[config.mk]
export PLATFORM = sky130hd
export DESIGN_NAME = serial_command_loader
export DESIGN_NICKNAME = d
export VERILOG_FILES = /design/src/rtl/core/scl_pkg.sv /design/src/rtl/core/scl_engine.sv /design/src/rtl/core/scl_out_buf.sv /design/src/rtl/core/serial_command_loader.sv
export SDC_FILE = /design/constraint.sdc
export NUM_CORES = 1
export LEC_CHECK = 0
export ABC_AREA = 1
export ABC_CLOCK_PERIOD_IN_PS = 7600
export BUFFER_PORTS_ARGS = -buffer_cell sky130_fd_sc_hd__buf_2
export CAP_MARGIN = 5
export CORE_MARGIN = 3
export CORE_UTILIZATION = 59
export CTS_CLUSTER_DIAMETER = 150
export DETAILED_ROUTE_END_ITERATION = 12
export GPL_ROUTABILITY_DRIVEN = 0
export PLACE_DENSITY_LB_ADDON = 0.05
export SKIP_CTS_REPAIR_TIMING = 1
export SYNTH_ARGS = -nofsm -noshare
export SYNTH_HDL_FRONTEND = slang
export SYNTH_HIERARCHICAL = 1
export SYNTH_SLANG_ARGS = --single-unit
[constraint.sdc]
create_clock -name i_clk -period 7.6 [get_ports i_clk]
set_clock_uncertainty 0.2 [all_clocks]
set_input_delay 1.52 -clock i_clk [delete_from_list [all_inputs] [get_ports i_clk]]
set_output_delay 1.52 -clock i_clk [all_outputs]
set_load 0.005 [all_outputs]
[src/rtl/core/scl_pkg.sv]
package scl_pkg;

    // Command bytes received on the serial line while idle.
    localparam logic [7:0] CMD_LOAD_BASE  = 8'h80;
    localparam logic [7:0] CMD_SEND_SUM   = 8'h81;
    localparam logic [7:0] CMD_SET_LEN    = 8'h90;
    localparam logic [7:0] CMD_SET_SUM    = 8'h91;
    localparam logic [7:0] CMD_WRITE_BLK  = 8'hA0;
    localparam logic [7:0] CMD_READ_BLK   = 8'hA1;
    localparam logic [7:0] CMD_SET_BAUD   = 8'hB0;
    localparam logic [7:0] CMD_JUMP       = 8'hB1;

    // Result kinds.
    localparam logic [2:0] KIND_TX    = 3'd0;
    localparam logic [2:0] KIND_WRITE = 3'd1;
    localparam logic [2:0] KIND_READ  = 3'd2;
    localparam logic [2:0] KIND_BAUD  = 3'd3;
    localparam logic [2:0] KIND_JUMP  = 3'd4;

    // Source of an input byte.
    localparam logic OP_SERIAL = 1'b0;
    localparam logic OP_MEMORY = 1'b1;

    // Baud rates and the divisor codes that go with them.
    localparam logic [31:0] BAUD_3000000 = 32'd3000000;
    localparam logic [31:0] BAUD_1000000 = 32'd1000000;
    localparam logic [31:0] BAUD_921600  = 32'd921600;
    localparam logic [3:0]  CODE_3000000 = 4'd15;
    localparam logic [3:0]  CODE_1000000 = 4'd13;
    localparam logic [3:0]  CODE_921600  = 4'd12;
    localparam logic [3:0]  CODE_DEFAULT = 4'd9;

    // Most results one input byte can cause.
    localparam int RES_MAX = 4;
    localparam int RES_CNT_W = 3;

    typedef enum logic [2:0] {
        MODE_IDLE,
        MODE_BASE,
        MODE_WRITE,
        MODE_READ,
        MODE_DONE
    } t_mode;

    typedef struct packed {
        logic [2:0]  kind;
        logic [31:0] address;
        logic [7:0]  byte_value;
        logic [3:0]  baud_code;
        logic        last;
    } t_result;

    function automatic t_result make_result(
        input logic [2:0]  kind,
        input logic [31:0] address,
        input logic [7:0]  byte_value,
        input logic [3:0]  baud_code
    );
        t_result res;
        res.kind       = kind;
        res.address    = address;
        res.byte_value = byte_value;
        res.baud_code  = baud_code;
        res.last       = 1'b0;
        return res;
    endfunction

endpackage

[src/rtl/core/scl_engine.sv]
module scl_engine
    import scl_pkg::*;
(
    input  logic                         i_clk,
    input  logic                         i_rst_n,
    input  logic                         i_take,
    input  logic                         i_op,
    input  logic [7:0]                   i_data,
    output t_result [RES_MAX-1:0]        o_results,
    output logic [RES_CNT_W-1:0]         o_count
);

    t_mode       r_mode, n_mode;
    logic [31:0] r_base, n_base;
    logic [31:0] r_len, n_len;
    logic [31:0] r_sum, n_sum;
    logic [31:0] r_idx, n_idx;
    logic [1:0]  r_seen, n_seen;

    logic [31:0] idx_inc;
    logic        blk_done;
    logic [31:0] sum_step;
    logic [3:0]  baud_sel;
    t_result [RES_MAX-1:0] res;
    logic [RES_CNT_W-1:0]  cnt;

    assign idx_inc  = r_idx + 32'd1;
    assign blk_done = (idx_inc == r_len);
    assign sum_step = {r_sum[30:0], r_sum[31]} + {24'd0, i_data};

    always_comb begin
        if (r_base == BAUD_3000000) begin
            baud_sel = CODE_3000000;
        end else if (r_base == BAUD_1000000) begin
            baud_sel = CODE_1000000;
        end else if (r_base == BAUD_921600) begin
            baud_sel = CODE_921600;
        end else begin
            baud_sel = CODE_DEFAULT;
        end
    end

    // Next mode.
    always_comb begin
        n_mode = r_mode;
        if (i_take) begin
            case (r_mode)
                MODE_IDLE: begin
                    if (i_op == OP_SERIAL) begin
                        case (i_data)
                            CMD_LOAD_BASE: n_mode = MODE_BASE;
                            CMD_WRITE_BLK: n_mode = (r_len != 32'd0) ? MODE_WRITE : MODE_IDLE;
                            CMD_READ_BLK:  n_mode = (r_len != 32'd0) ? MODE_READ : MODE_IDLE;
                            CMD_JUMP:      n_mode = MODE_DONE;
                            default:       n_mode = MODE_IDLE;
                        endcase
                    end
                end
                MODE_BASE: begin
                    if (i_op == OP_SERIAL && r_seen == 2'd3) begin
                        n_mode = MODE_IDLE;
                    end
                end
                MODE_WRITE: begin
                    if (i_op == OP_SERIAL && blk_done) begin
                        n_mode = MODE_IDLE;
                    end
                end
                MODE_READ: begin
                    if (i_op == OP_MEMORY && blk_done) begin
                        n_mode = MODE_IDLE;
                    end
                end
                default: n_mode = r_mode;
            endcase
        end
    end

    // Datapath updates and results.
    always_comb begin
        n_base = r_base;
        n_len  = r_len;
        n_sum  = r_sum;
        n_idx  = r_idx;
        n_seen = r_seen;
        cnt    = '0;
        for (int i = 0; i < RES_MAX; i++) begin
            res[i] = make_result(KIND_TX, 32'd0, 8'd0, 4'd0);
        end
        if (i_take) begin
            case (r_mode)
                MODE_IDLE: begin
                    if (i_op == OP_SERIAL) begin
                        case (i_data)
                            CMD_LOAD_BASE: n_seen = 2'd0;
                            CMD_SEND_SUM: begin
                                res[0] = make_result(KIND_TX, 32'd0, r_sum[31:24], 4'd0);
                                res[1] = make_result(KIND_TX, 32'd0, r_sum[23:16], 4'd0);
                                res[2] = make_result(KIND_TX, 32'd0, r_sum[15:8], 4'd0);
                                res[3] = make_result(KIND_TX, 32'd0, r_sum[7:0], 4'd0);
                                cnt    = RES_CNT_W'(4);
                            end
                            CMD_SET_LEN: n_len = r_base;
                            CMD_SET_SUM: n_sum = r_base;
                            CMD_WRITE_BLK: begin
                                n_sum = 32'd0;
                                n_idx = 32'd0;
                            end
                            CMD_READ_BLK: begin
                                n_sum = 32'd0;
                                n_idx = 32'd0;
                                if (r_len != 32'd0) begin
                                    res[0] = make_result(KIND_READ, r_base, 8'd0, 4'd0);
                                    cnt    = RES_CNT_W'(1);
                                end
                            end
                            CMD_SET_BAUD: begin
                                res[0] = make_result(KIND_BAUD, 32'd0, 8'd0, baud_sel);
                                cnt    = RES_CNT_W'(1);
                            end
                            CMD_JUMP: begin
                                res[0] = make_result(KIND_JUMP, r_base, 8'd0, 4'd0);
                                cnt    = RES_CNT_W'(1);
                            end
                            default: begin
                            end
                        endcase
                    end
                end
                MODE_BASE: begin
                    if (i_op == OP_SERIAL) begin
                        n_base = {r_base[23:0], i_data};
                        n_seen = r_seen + 2'd1;
                    end
                end
                MODE_WRITE: begin
                    if (i_op == OP_SERIAL) begin
                        n_sum  = sum_step;
                        n_idx  = idx_inc;
                        res[0] = make_result(KIND_WRITE, r_base + r_idx, i_data, 4'd0);
                        cnt    = RES_CNT_W'(1);
                    end
                end
                MODE_READ: begin
                    if (i_op == OP_MEMORY) begin
                        n_sum  = sum_step;
                        n_idx  = idx_inc;
                        res[0] = make_result(KIND_TX, 32'd0, i_data, 4'd0);
                        cnt    = RES_CNT_W'(1);
                        if (!blk_done) begin
                            res[1] = make_result(KIND_READ, r_base + idx_inc, 8'd0, 4'd0);
                            cnt    = RES_CNT_W'(2);
                        end
                    end
                end
                default: begin
                end
            endcase
        end
        // Flag the final result of this byte.
        for (int i = 0; i < RES_MAX; i++) begin
            res[i].last = (RES_CNT_W'(i + 1) == cnt);
        end
    end

    assign o_results = res;
    assign o_count   = cnt;

    always_ff @(posedge i_clk) begin
        if (!i_rst_n) begin
            r_mode <= MODE_IDLE;
            r_base <= '0;
            r_len  <= '0;
            r_sum  <= '0;
            r_idx  <= '0;
            r_seen <= '0;
        end else begin
            r_mode <= n_mode;
            r_base <= n_base;
            r_len  <= n_len;
            r_sum  <= n_sum;
            r_idx  <= n_idx;
            r_seen <= n_seen;
        end
    end

endmodule

[src/rtl/core/scl_out_buf.sv]
module scl_out_buf
    import scl_pkg::*;
(
    input  logic                         i_clk,
    input  logic                         i_rst_n,
    input  logic                         i_load,
    input  t_result [RES_MAX-1:0]        i_results,
    input  logic [RES_CNT_W-1:0]         i_count,
    input  logic                         i_ready,
    output logic                         o_can_load,
    output logic                         o_valid,
    output t_result                      o_result
);

    t_result [RES_MAX-1:0] r_buf;
    logic [RES_CNT_W-1:0]  r_cnt, n_cnt;
    logic                  take;

    assign o_valid  = (r_cnt != '0);
    assign take     = o_valid && i_ready;
    // A new batch may load once the last buffered result leaves.
    assign o_can_load = (r_cnt == '0) || (r_cnt == RES_CNT_W'(1) && i_ready);
    assign o_result = r_buf[0];

    always_comb begin
        n_cnt = r_cnt;
        if (i_load) begin
            n_cnt = i_count;
        end else if (take) begin
            n_cnt = r_cnt - RES_CNT_W'(1);
        end
    end

    always_ff @(posedge i_clk) begin
        if (!i_rst_n) begin
            r_cnt <= '0;
        end else begin
            r_cnt <= n_cnt;
        end
    end

    always_ff @(posedge i_clk) begin
        if (i_load) begin
            r_buf <= i_results;
        end else if (take) begin
            for (int i = 0; i < RES_MAX - 1; i++) begin
                r_buf[i] <= r_buf[i + 1];
            end
        end
    end

endmodule

[src/rtl/core/serial_command_loader.sv]
// An accepted byte waits in the input register until the output buffer can
// load; its results are then registered in that buffer. One byte per cycle
// is taken while each byte causes at most one result and the output is ready;
// a byte with more results (up to four) holds the next until its last leaves.
// Reset (synchronous, active low) returns to idle, clears base, length,
// checksum and index, and drops any byte or result still held.
module serial_command_loader
    import scl_pkg::*;
(
    input  logic        i_clk,
    input  logic        i_rst_n,
    input  logic        i_s_axis_tvalid,
    output logic        o_s_axis_tready,
    input  logic [7:0]  i_s_axis_tdata,   // [7:0] data
    input  logic        i_s_axis_tuser,   // [0] op
    output logic        o_m_axis_tvalid,
    input  logic        i_m_axis_tready,
    output logic [47:0] o_m_axis_tdata,   // [31:0] address, [39:32] byte_value,
                                          // [43:40] baud_code, [47:44] zero
    output logic [2:0]  o_m_axis_tuser,   // [2:0] kind
    output logic        o_m_axis_tlast
);

    logic                  r_in_valid;
    logic                  r_in_op;
    logic [7:0]            r_in_data;
    logic                  eng_take;
    logic                  can_load;
    t_result [RES_MAX-1:0] results;
    logic [RES_CNT_W-1:0]  count;
    t_result               out_res;

    assign eng_take        = r_in_valid && can_load;
    assign o_s_axis_tready = !r_in_valid || eng_take;

    always_ff @(posedge i_clk) begin
        if (!i_rst_n) begin
            r_in_valid <= 1'b0;
        end else if (o_s_axis_tready) begin
            r_in_valid <= i_s_axis_tvalid;
        end
    end

    always_ff @(posedge i_clk) begin
        if (o_s_axis_tready && i_s_axis_tvalid) begin
            r_in_op   <= i_s_axis_tuser;
            r_in_data <= i_s_axis_tdata;
        end
    end

    scl_engine u_engine (
        .i_clk     (i_clk),
        .i_rst_n   (i_rst_n),
        .i_take    (eng_take),
        .i_op      (r_in_op),
        .i_data    (r_in_data),
        .o_results (results),
        .o_count   (count)
    );

    scl_out_buf u_out_buf (
        .i_clk      (i_clk),
        .i_rst_n    (i_rst_n),
        .i_load     (eng_take),
        .i_results  (results),
        .i_count    (count),
        .i_ready    (i_m_axis_tready),
        .o_can_load (can_load),
        .o_valid    (o_m_axis_tvalid),
        .o_result   (out_res)
    );

    assign o_m_axis_tdata = {4'd0, out_res.baud_code, out_res.byte_value, out_res.address};
    assign o_m_axis_tuser = out_res.kind;
    assign o_m_axis_tlast = out_res.last;

endmodule
==> flow_summary_export.csv, run 1 <==
group,metric,value,unit
final_layout,fin_area,0.02234,sq mm
die,pin_count,67,
sta,max_clock_freq,0.1965,GHz
yosys,ys_ff_latch,338,
sta,hold_violations,0,
placed_design,place_hpwl,46160,um
final_layout,layout_common_cells,"nand2_1, nor2_1, inv_1",
yosys,synthFlopType,"edfxtp_1",
clocking,clkTransAtPathRegs,60,ps
worst_setup_path,crit_path_frequent_cell,"nand2_1",
power_and_ir_drop,powerDensity,254.5,mW/mm^2
final_layout,drive_gt1_frac,0.05940,
worst_setup_path,r2r-start,"u_engine/r_idx[1]",
worst_setup_path,startpoint_type,"input port",
sta,slew_violations,0,
clocking,cts_buffers,38,
global_routing,grt_max_degree,87,
clocking,cts_max_path_buffers,3,
route,routed_wl,63070,um
worst_setup_path,regToRegEndpoint,"u_out_buf/r_buf[87]",
worst_setup_path,crit_type,"in -> reg",
worst_setup_path,crit_end,"u_engine/r_sum[8]",
clocking,cts_root_buf,"clkbuf_16",
yosys,yosysTopAreaCellShare,0.2830,
yosys,yosysTopAreaCell,"edfxtp_1",
final_layout,num_antenna_cells,0,
sta,maxSlewHeadroom,0.2086,
worst_hold_path,hold_class,"reg -> reg",
worst_setup_path,cp.depth,15,
global_routing,grt_usage,0.3241,
global_routing,grt_overflow,0,
power_and_ir_drop,max-vdd-ir-drop,0.3765,mV
worst_setup_path,crit_chain,"buf_2, nand3_1, nand2_1, nand2_1, inv_6, inv_1, nor3_1, o21ai_0, nor2_1, o21ai_2, buf_4, nand2_1, inv_2, a31oi_1, a221oi_1",
clocking,htree_num_levels,2,
die,core_area,0.03505,sq mm
placed_design,dpl_cell_area,0.02120,sq mm
final_layout,final_common_cell,"nand2_1",
run_status,status,"finished, final reports clean",
worst_setup_path,startpoint,"i_m_axis_tready",
sta,period_needed,5089,ps
worst_setup_path,cpMaxStageDelayCell,"nand2_1",
route,num_vias,19310,
clocking,cts_tree,"done",
worst_setup_path,cp_max_fo,60,
yosys,yosys_warnings,6,
worst_setup_path,max_stage_delay,750,ps
clocking,cts.sinks,338,
yosys,syn_inst,2876,
die,die_area,0.03846,sq mm
worst_setup_path,worstPathArrival,5280,ps
worst_hold_path,min_from,"u_engine/r_sum[29]",
route,final_antenna_net_count,0,
die,start_util,0.6084,
worst_setup_path,r2r_cells,18,
yosys,mappedNetlistArea,0.02133,sq mm
worst_setup_path,worst_setup_path_end_kind,"flip-flop",
worst_setup_path,regToRegSetupSlack,2640,ps
sta,rsz0062_at_grt,"false",
global_routing,grt_pass1_wl,98170,um
yosys,synth-seq-area-share,0.4116,
final_layout,syn_to_final_growth,4.764,%
worst_setup_path,path_delay_family,"buffers and inverters",
route,wl_per_cell,18.92,um
sta,min_period_over_period,0.6696,
die,die_y,196.1,um
yosys,synthTopCellsByArea,"edfxtp_1, nand2_1, dfxtp_1",
route,drtIter0Drc,1936,
sta,tns,0,ps
yosys,synthArstFlopShare,0,
route,firstDrtPassIters,6,
global_routing,antenna_found_initial,1,
route,via_per_inst,5.792,
yosys,avgSynthCellArea,7.415,sq um
clocking,clk_latency,570,ps
route,drcViolationCount,0,
placed_design,io_buffers,62,
yosys,ys_types,54,
worst_setup_path,cp_num_buf_inv,5,
final_layout,finalNetCount,2950,
power_and_ir_drop,leakage,0.009259,uW
flow_run,drv_cap,0,
global_routing,grt_pass1_vias,18090,
die,die_x,196.1,um
die,rows,68,
yosys,synth_edf_count,201,
sta,worst_pin_slew,1186,ps
worst_setup_path,required,7790,ps
sta,final-setup-viol-count,0,
-- state kept, by name, indices dropped and copies added, names as in the netlist --
| name | count |
|---|---|
| u_engine/r_idx | 32 |
| u_out_buf/r_cnt | 3 |
| u_engine/r_base | 32 |
| r_in_valid | 1 |
| u_engine/r_len | 32 |
| u_out_buf/r_buf | 144 |
| u_engine/r_sum | 32 |
| u_out_buf/o_result | 48 |
| u_engine/r_mode | 3 |
| r_in_data | 8 |
| u_engine/r_seen | 2 |
| r_in_op | 1 |
-- synthesized netlist by cell type (5+ instances only) --
library cell and count:
o22ai_1 19, nor3_1 29, nand4_1 24, o221ai_1 6
a21boi_0 5, nor4_1 24, a21o_1 10, inv_1 264
o211ai_1 8, nand2_1 885, nor2_1 267, clkbuf_1 47
nand2_2 6, nand3b_1 6, nor2_4 6, edfxtp_1 201
a221oi_1 5, o21ai_0 178, o21bai_1 7, nand3_1 112
a22oi_1 14, nor2_2 7, a31oi_1 22, xor2_1 25
ha_1 82, xnor2_1 23, buf_4 146, buf_2 28
a21oi_1 236, dfxtp_1 137
-- worst reg2reg max path, cell delays in order (launching register included) --
cell	delay, ps
dfxtp_1	490
ha_1	400
nand3_1	210
nor2_1	440
nand2_1	140
nand2_1	110
nand2_1	140
ha_1	340
nand2_1	80
nor2_1	140
nand2_1	60
o21ai_0	640
a21boi_0	290
o21ai_0	430
a21oi_1	140
xor2_1	170
nor2_1	220
nand2_1	90
nand2_1	80
-- logic make-up after synthesis --
family | synth area share
AO/OA/AOI/OAI | 0.1345
XOR/XNOR | 0.02124
buffers and inverters | 0.1153
other | 0.0003522
adder cells (fa/ha/maj) | 0.05093
AND/OR/NAND/NOR | 0.2660
flip-flops | 0.4116
-- worst min path at each step --
stage,cells after the start,to
after floorplan,1,u_engine/r_seen[0]
after global placement,1,u_engine/r_seen[0]
after detailed placement,2,u_engine/r_sum[29]
after CTS,2,u_engine/r_sum[29]
after global routing,2,u_engine/r_sum[29]
final,2,u_engine/r_sum[29]
-- metal layers --
layer / GRT usage / routed length (um) / vias up
li1: - / - / 9254
met1: 0.4102 / 24700 / 8825
met2: 0.5160 / 27960 / 962
met3: 0.04877 / 5158 / 268
met4: 0.2173 / 5239 / 2
met5: 0 / 10 / -
-- through the flow --
| stage | worst slack [ps] | power [uW] | instances | util | hold WS [ps] |
|---|---|---|---|---|---|
| floorplan | 841.7 | 3797 | 2963 | - | 232.7 |
| global placement | 2095 | 3967 | 3267 | 0.6047 | 249.4 |
| global route | 2109 | 6003 | 3334 | 0.6374 | 295.1 |
| detailed placement | 1980 | 3996 | 3267 | 0.6047 | 266.9 |
| finish | 2511 | 5685 | 3334 | 0.6374 | 277.7 |
| CTS | 2584 | 5732 | 3334 | 0.6374 | 275.3 |
-- layout make-up --
type / count / area [sq um]
Fill cell: 3162 / 12710
Clock buffer: 52 / 1044
Multi-Input combinational cell: 2131 / 10430
Clock inverter: 15 / 101.3
Inverter: 269 / 1017
Tap cell: 455 / 569.3
Sequential cell: 338 / 8778
Timing Repair Buffer: 74 / 400.4
-- where the power goes --
| part | switching [uW] | internal (uW) |
|---|---|---|
| logic | 792 | 333 |
| clock network | 761 | 966 |
| registers | 186 | 2650 |
No activity file was read; power rests on OpenSTA's default activity.
==> inputs of run 2 (changes only) <==
--- a/config.mk
+++ b/config.mk
@@ -6,7 +6,7 @@
 export NUM_CORES = 1
 export LEC_CHECK = 0
 export ABC_AREA = 1
-export ABC_CLOCK_PERIOD_IN_PS = 7600
+export ABC_CLOCK_PERIOD_IN_PS = 4800
 export BUFFER_PORTS_ARGS = -buffer_cell sky130_fd_sc_hd__buf_2
 export CAP_MARGIN = 5
 export CORE_MARGIN = 3
==> constraint.sdc (replaced) <==
create_clock -name i_clk -period 4.8 [get_ports i_clk]
set_clock_uncertainty 0.2 [all_clocks]
set_input_delay 0.96 -clock i_clk [delete_from_list [all_inputs] [get_ports i_clk]]
set_output_delay 0.96 -clock i_clk [all_outputs]
set_load 0.005 [all_outputs]
==> run 2 against run 1 <==
Net effect:
- worst hold slack is essentially flat
- non-clock buffer count grew 11
- combinational power grew 66%
- register-to-register slack lost 2300 ps
- via count grew 0.14%
==> flow_summary_export.csv, run 2 (same netlist as run 1, synthesis figures left out) <==
group,metric,value,unit
worst_setup_path,cp.depth,19,
clocking,cts_max_path_buffers,3,
worst_setup_path,cp_max_fo,6,
placed_design,io_buffers,62,
final_layout,fillerInstances,3098,
placed_design,dpl_cell_area,0.02133,sq mm
power_and_ir_drop,seqPwrFrac,0.477,
sta,maxSlewHeadroom,0.3352,
die,rows,68,
die,die_y,196.1,um
clocking,clk_latency,570,ps
die,die_x,196.1,um
worst_setup_path,cp_num_buf_inv,1,
worst_setup_path,worstPathArrival,4540,ps
clocking,htree_num_levels,2,
worst_setup_path,crit_chain,"ha_1, nand3_1, nor2_1, nand2_1, inv_1, nand2_1, o21ai_0, nand2_1, ha_1, a21oi_1, o21ai_0, a21oi_1, o221ai_1, nand2_1, nand2_1, xnor2_1, nor2_1, nand2_1, nand2_1",
global_routing,grt_usage,0.3281,
route,drtIter0Drc,2100,
die,die_area,0.03846,sq mm
worst_setup_path,r2r-start,"u_engine/r_idx[1]",
power_and_ir_drop,power.internal,6622,uW
die,pin_count,67,
power_and_ir_drop,powerDensity,414.3,mW/mm^2
global_routing,grt_pass1_vias,18180,
die,core_area,0.03505,sq mm
final_layout,layout_common_cells,"nand2_1, nor2_1, inv_1",
sta,rsz0062_at_grt,"false",
power_and_ir_drop,power.switching_fraction,0.2939,
sta,period_needed,4438,ps
route,top_layer,"met5",
clocking,cts_tree,"done",
flow_run,drv_cap,0,
global_routing,grt_overflow,0,
route,via_per_inst,5.778,
final_layout,syn_to_final_growth,6.125,%
power_and_ir_drop,power_switching,2756,uW
placed_design,place_hpwl,46570,um
clocking,cts_buffers,38,
sta,tns,0,ps
global_routing,antenna_found_initial,2,
final_layout,regMostFlops,"u_out_buf/r_buf",
worst_setup_path,required,4900,ps
power_and_ir_drop,max-vdd-ir-drop,0.4434,mV
placed_design,place_worst_setup_slack,629.8,ps
worst_setup_path,r2r_cells,19,
route,final_antenna_net_count,0,
final_layout,final_common_cell,"nand2_1",
final_layout,largest_register_ffs,144,
final_layout,ff_latch_area,0.008778,sq mm
sta,hold_violations,0,
power_and_ir_drop,leakage,0.009409,uW
final_layout,multi_input_area,0.01044,sq mm
clocking,cts.sinks,338,
worst_setup_path,worst_setup_path_end_kind,"flip-flop",
route,firstDrtPassIters,9,
sta,slew_violations,0,
final_layout,finalNetCount,2961,
run_status,status,"finished, final reports clean",
worst_setup_path,crit_end,"u_out_buf/r_buf[88]",
route,routed_wl,64370,um
route,num_vias,19340,
worst_setup_path,startpoint,"u_engine/r_idx[1]",
sta,worst_pin_slew,997.2,ps
clocking,cts_root_buf,"clkbuf_16",
final_layout,drive_gt1_frac,0.06330,
power_and_ir_drop,clkPwrFrac,0.325,
route,drcViolationCount,0,
clocking,clkTransAtPathRegs,60,ps
sta,max_clock_freq,0.2253,GHz
worst_setup_path,startpoint_type,"flip-flop",
final_layout,fin_area,0.02263,sq mm
worst_hold_path,hold_class,"reg -> reg",
worst_setup_path,crit_type,"reg -> reg",
route,wl_met1,24500,um
sta,min_period_over_period,0.9246,
worst_setup_path,max_stage_delay,460,ps
route,wl_per_cell,19.23,um
worst_setup_path,cpMaxStageDelayCell,"dfxtp_1",
sta,fin_ws,361.8,ps
global_routing,grt_pass1_wl,98960,um
power_and_ir_drop,combPwrFrac,0.199,
worst_setup_path,regToRegEndpoint,"u_out_buf/r_buf[88]",
route,wl_met2,28570,um
global_routing,grt_max_degree,200,
route,routed-wl-met3,5734,um
die,start_util,0.6084,
worst_setup_path,path_delay_family,"simple AND/OR/NAND/NOR gates",
sta,final-setup-viol-count,0,
power_and_ir_drop,p_total,9377,uW
worst_setup_path,crit_path_frequent_cell,"nand2_1",
worst_setup_path,regToRegSetupSlack,360,ps
## run 2: cell types whose count changed in the layout (fill, tap and decap cells not counted), sizes merged
cell	previous run	this run
clkbuf	52	49
buf	74	85
diode	0	1
bufinv	0	6
clkinvlp	4	2
## run 2: how the worst min path moves through the flow
| stage | end | depth (start not counted) | startpoint | slack [ps] |
|---|---|---|---|---|
| after floorplan | u_engine/r_seen[0] | 1 | u_engine/r_seen[0] | 230 |
| after global placement | u_engine/r_seen[0] | 1 | u_engine/r_seen[0] | 250 |
| after detailed placement | u_engine/r_seen[0] | 1 | u_engine/r_seen[0] | 260 |
| after CTS | u_engine/r_seen[0] | 1 | u_engine/r_seen[0] | 270 |
| after global routing | u_engine/r_sum[29] | 2 | u_engine/r_sum[29] | 290 |
| final | u_engine/r_seen[1] | 2 | u_engine/r_seen[1] | 280 |
## run 2: final cells by class
cell class                 instances  area share
antenna                            1   0.0001106
inverter                         269     0.04495
tap                              455     0.02515
multi-input combinational       2131      0.4613
clock buffer                      49     0.04616
sequential                       338      0.3879
clock inverter                    19     0.01144
timing repair buffer              85     0.02300
## run 2: metal layers
metal  vias up  track usage
met3       297      0.07402
met2       980       0.5234
met5         -            0
li1       9278            -
met4         2       0.2260
met1      8782       0.3958
## run 2: stage by stage
| step | utilization | cells | hold slack, ps |
|---|---|---|---|
| after floorplan | - | 2963 | 232.7 |
| after global placement | 0.6084 | 3278 | 247.4 |
| after detailed placement | 0.6084 | 3278 | 264.6 |
| after CTS | 0.6456 | 3346 | 274.0 |
| after global routing | 0.6456 | 3346 | 290.5 |
| final | 0.6456 | 3347 | 278.0 |
## run 2: power groups by stage
| stage | Clock (uW) | Sequential, uW | Combinational (uW) |
|---|---|---|---|
| 2_1_floorplan | 0 | 4430 | 1530 |
| 3_3_place_gp | 0 | 4500 | 1820 |
| 3_5_place_dp | 0 | 4520 | 1860 |
| 4_1_cts | 3100 | 4470 | 1880 |
| 5_1_grt | 3210 | 4530 | 2100 |
| 6_report | 3050 | 4470 | 1860 |
## run 2: tightest hold or removal path, delay by kind of cell, from the launching register on
family,cells,cell delay [ps]
AOI/OAI and AO/OA,1,50
DFF,1,320
and+or+nand+nor,1,60
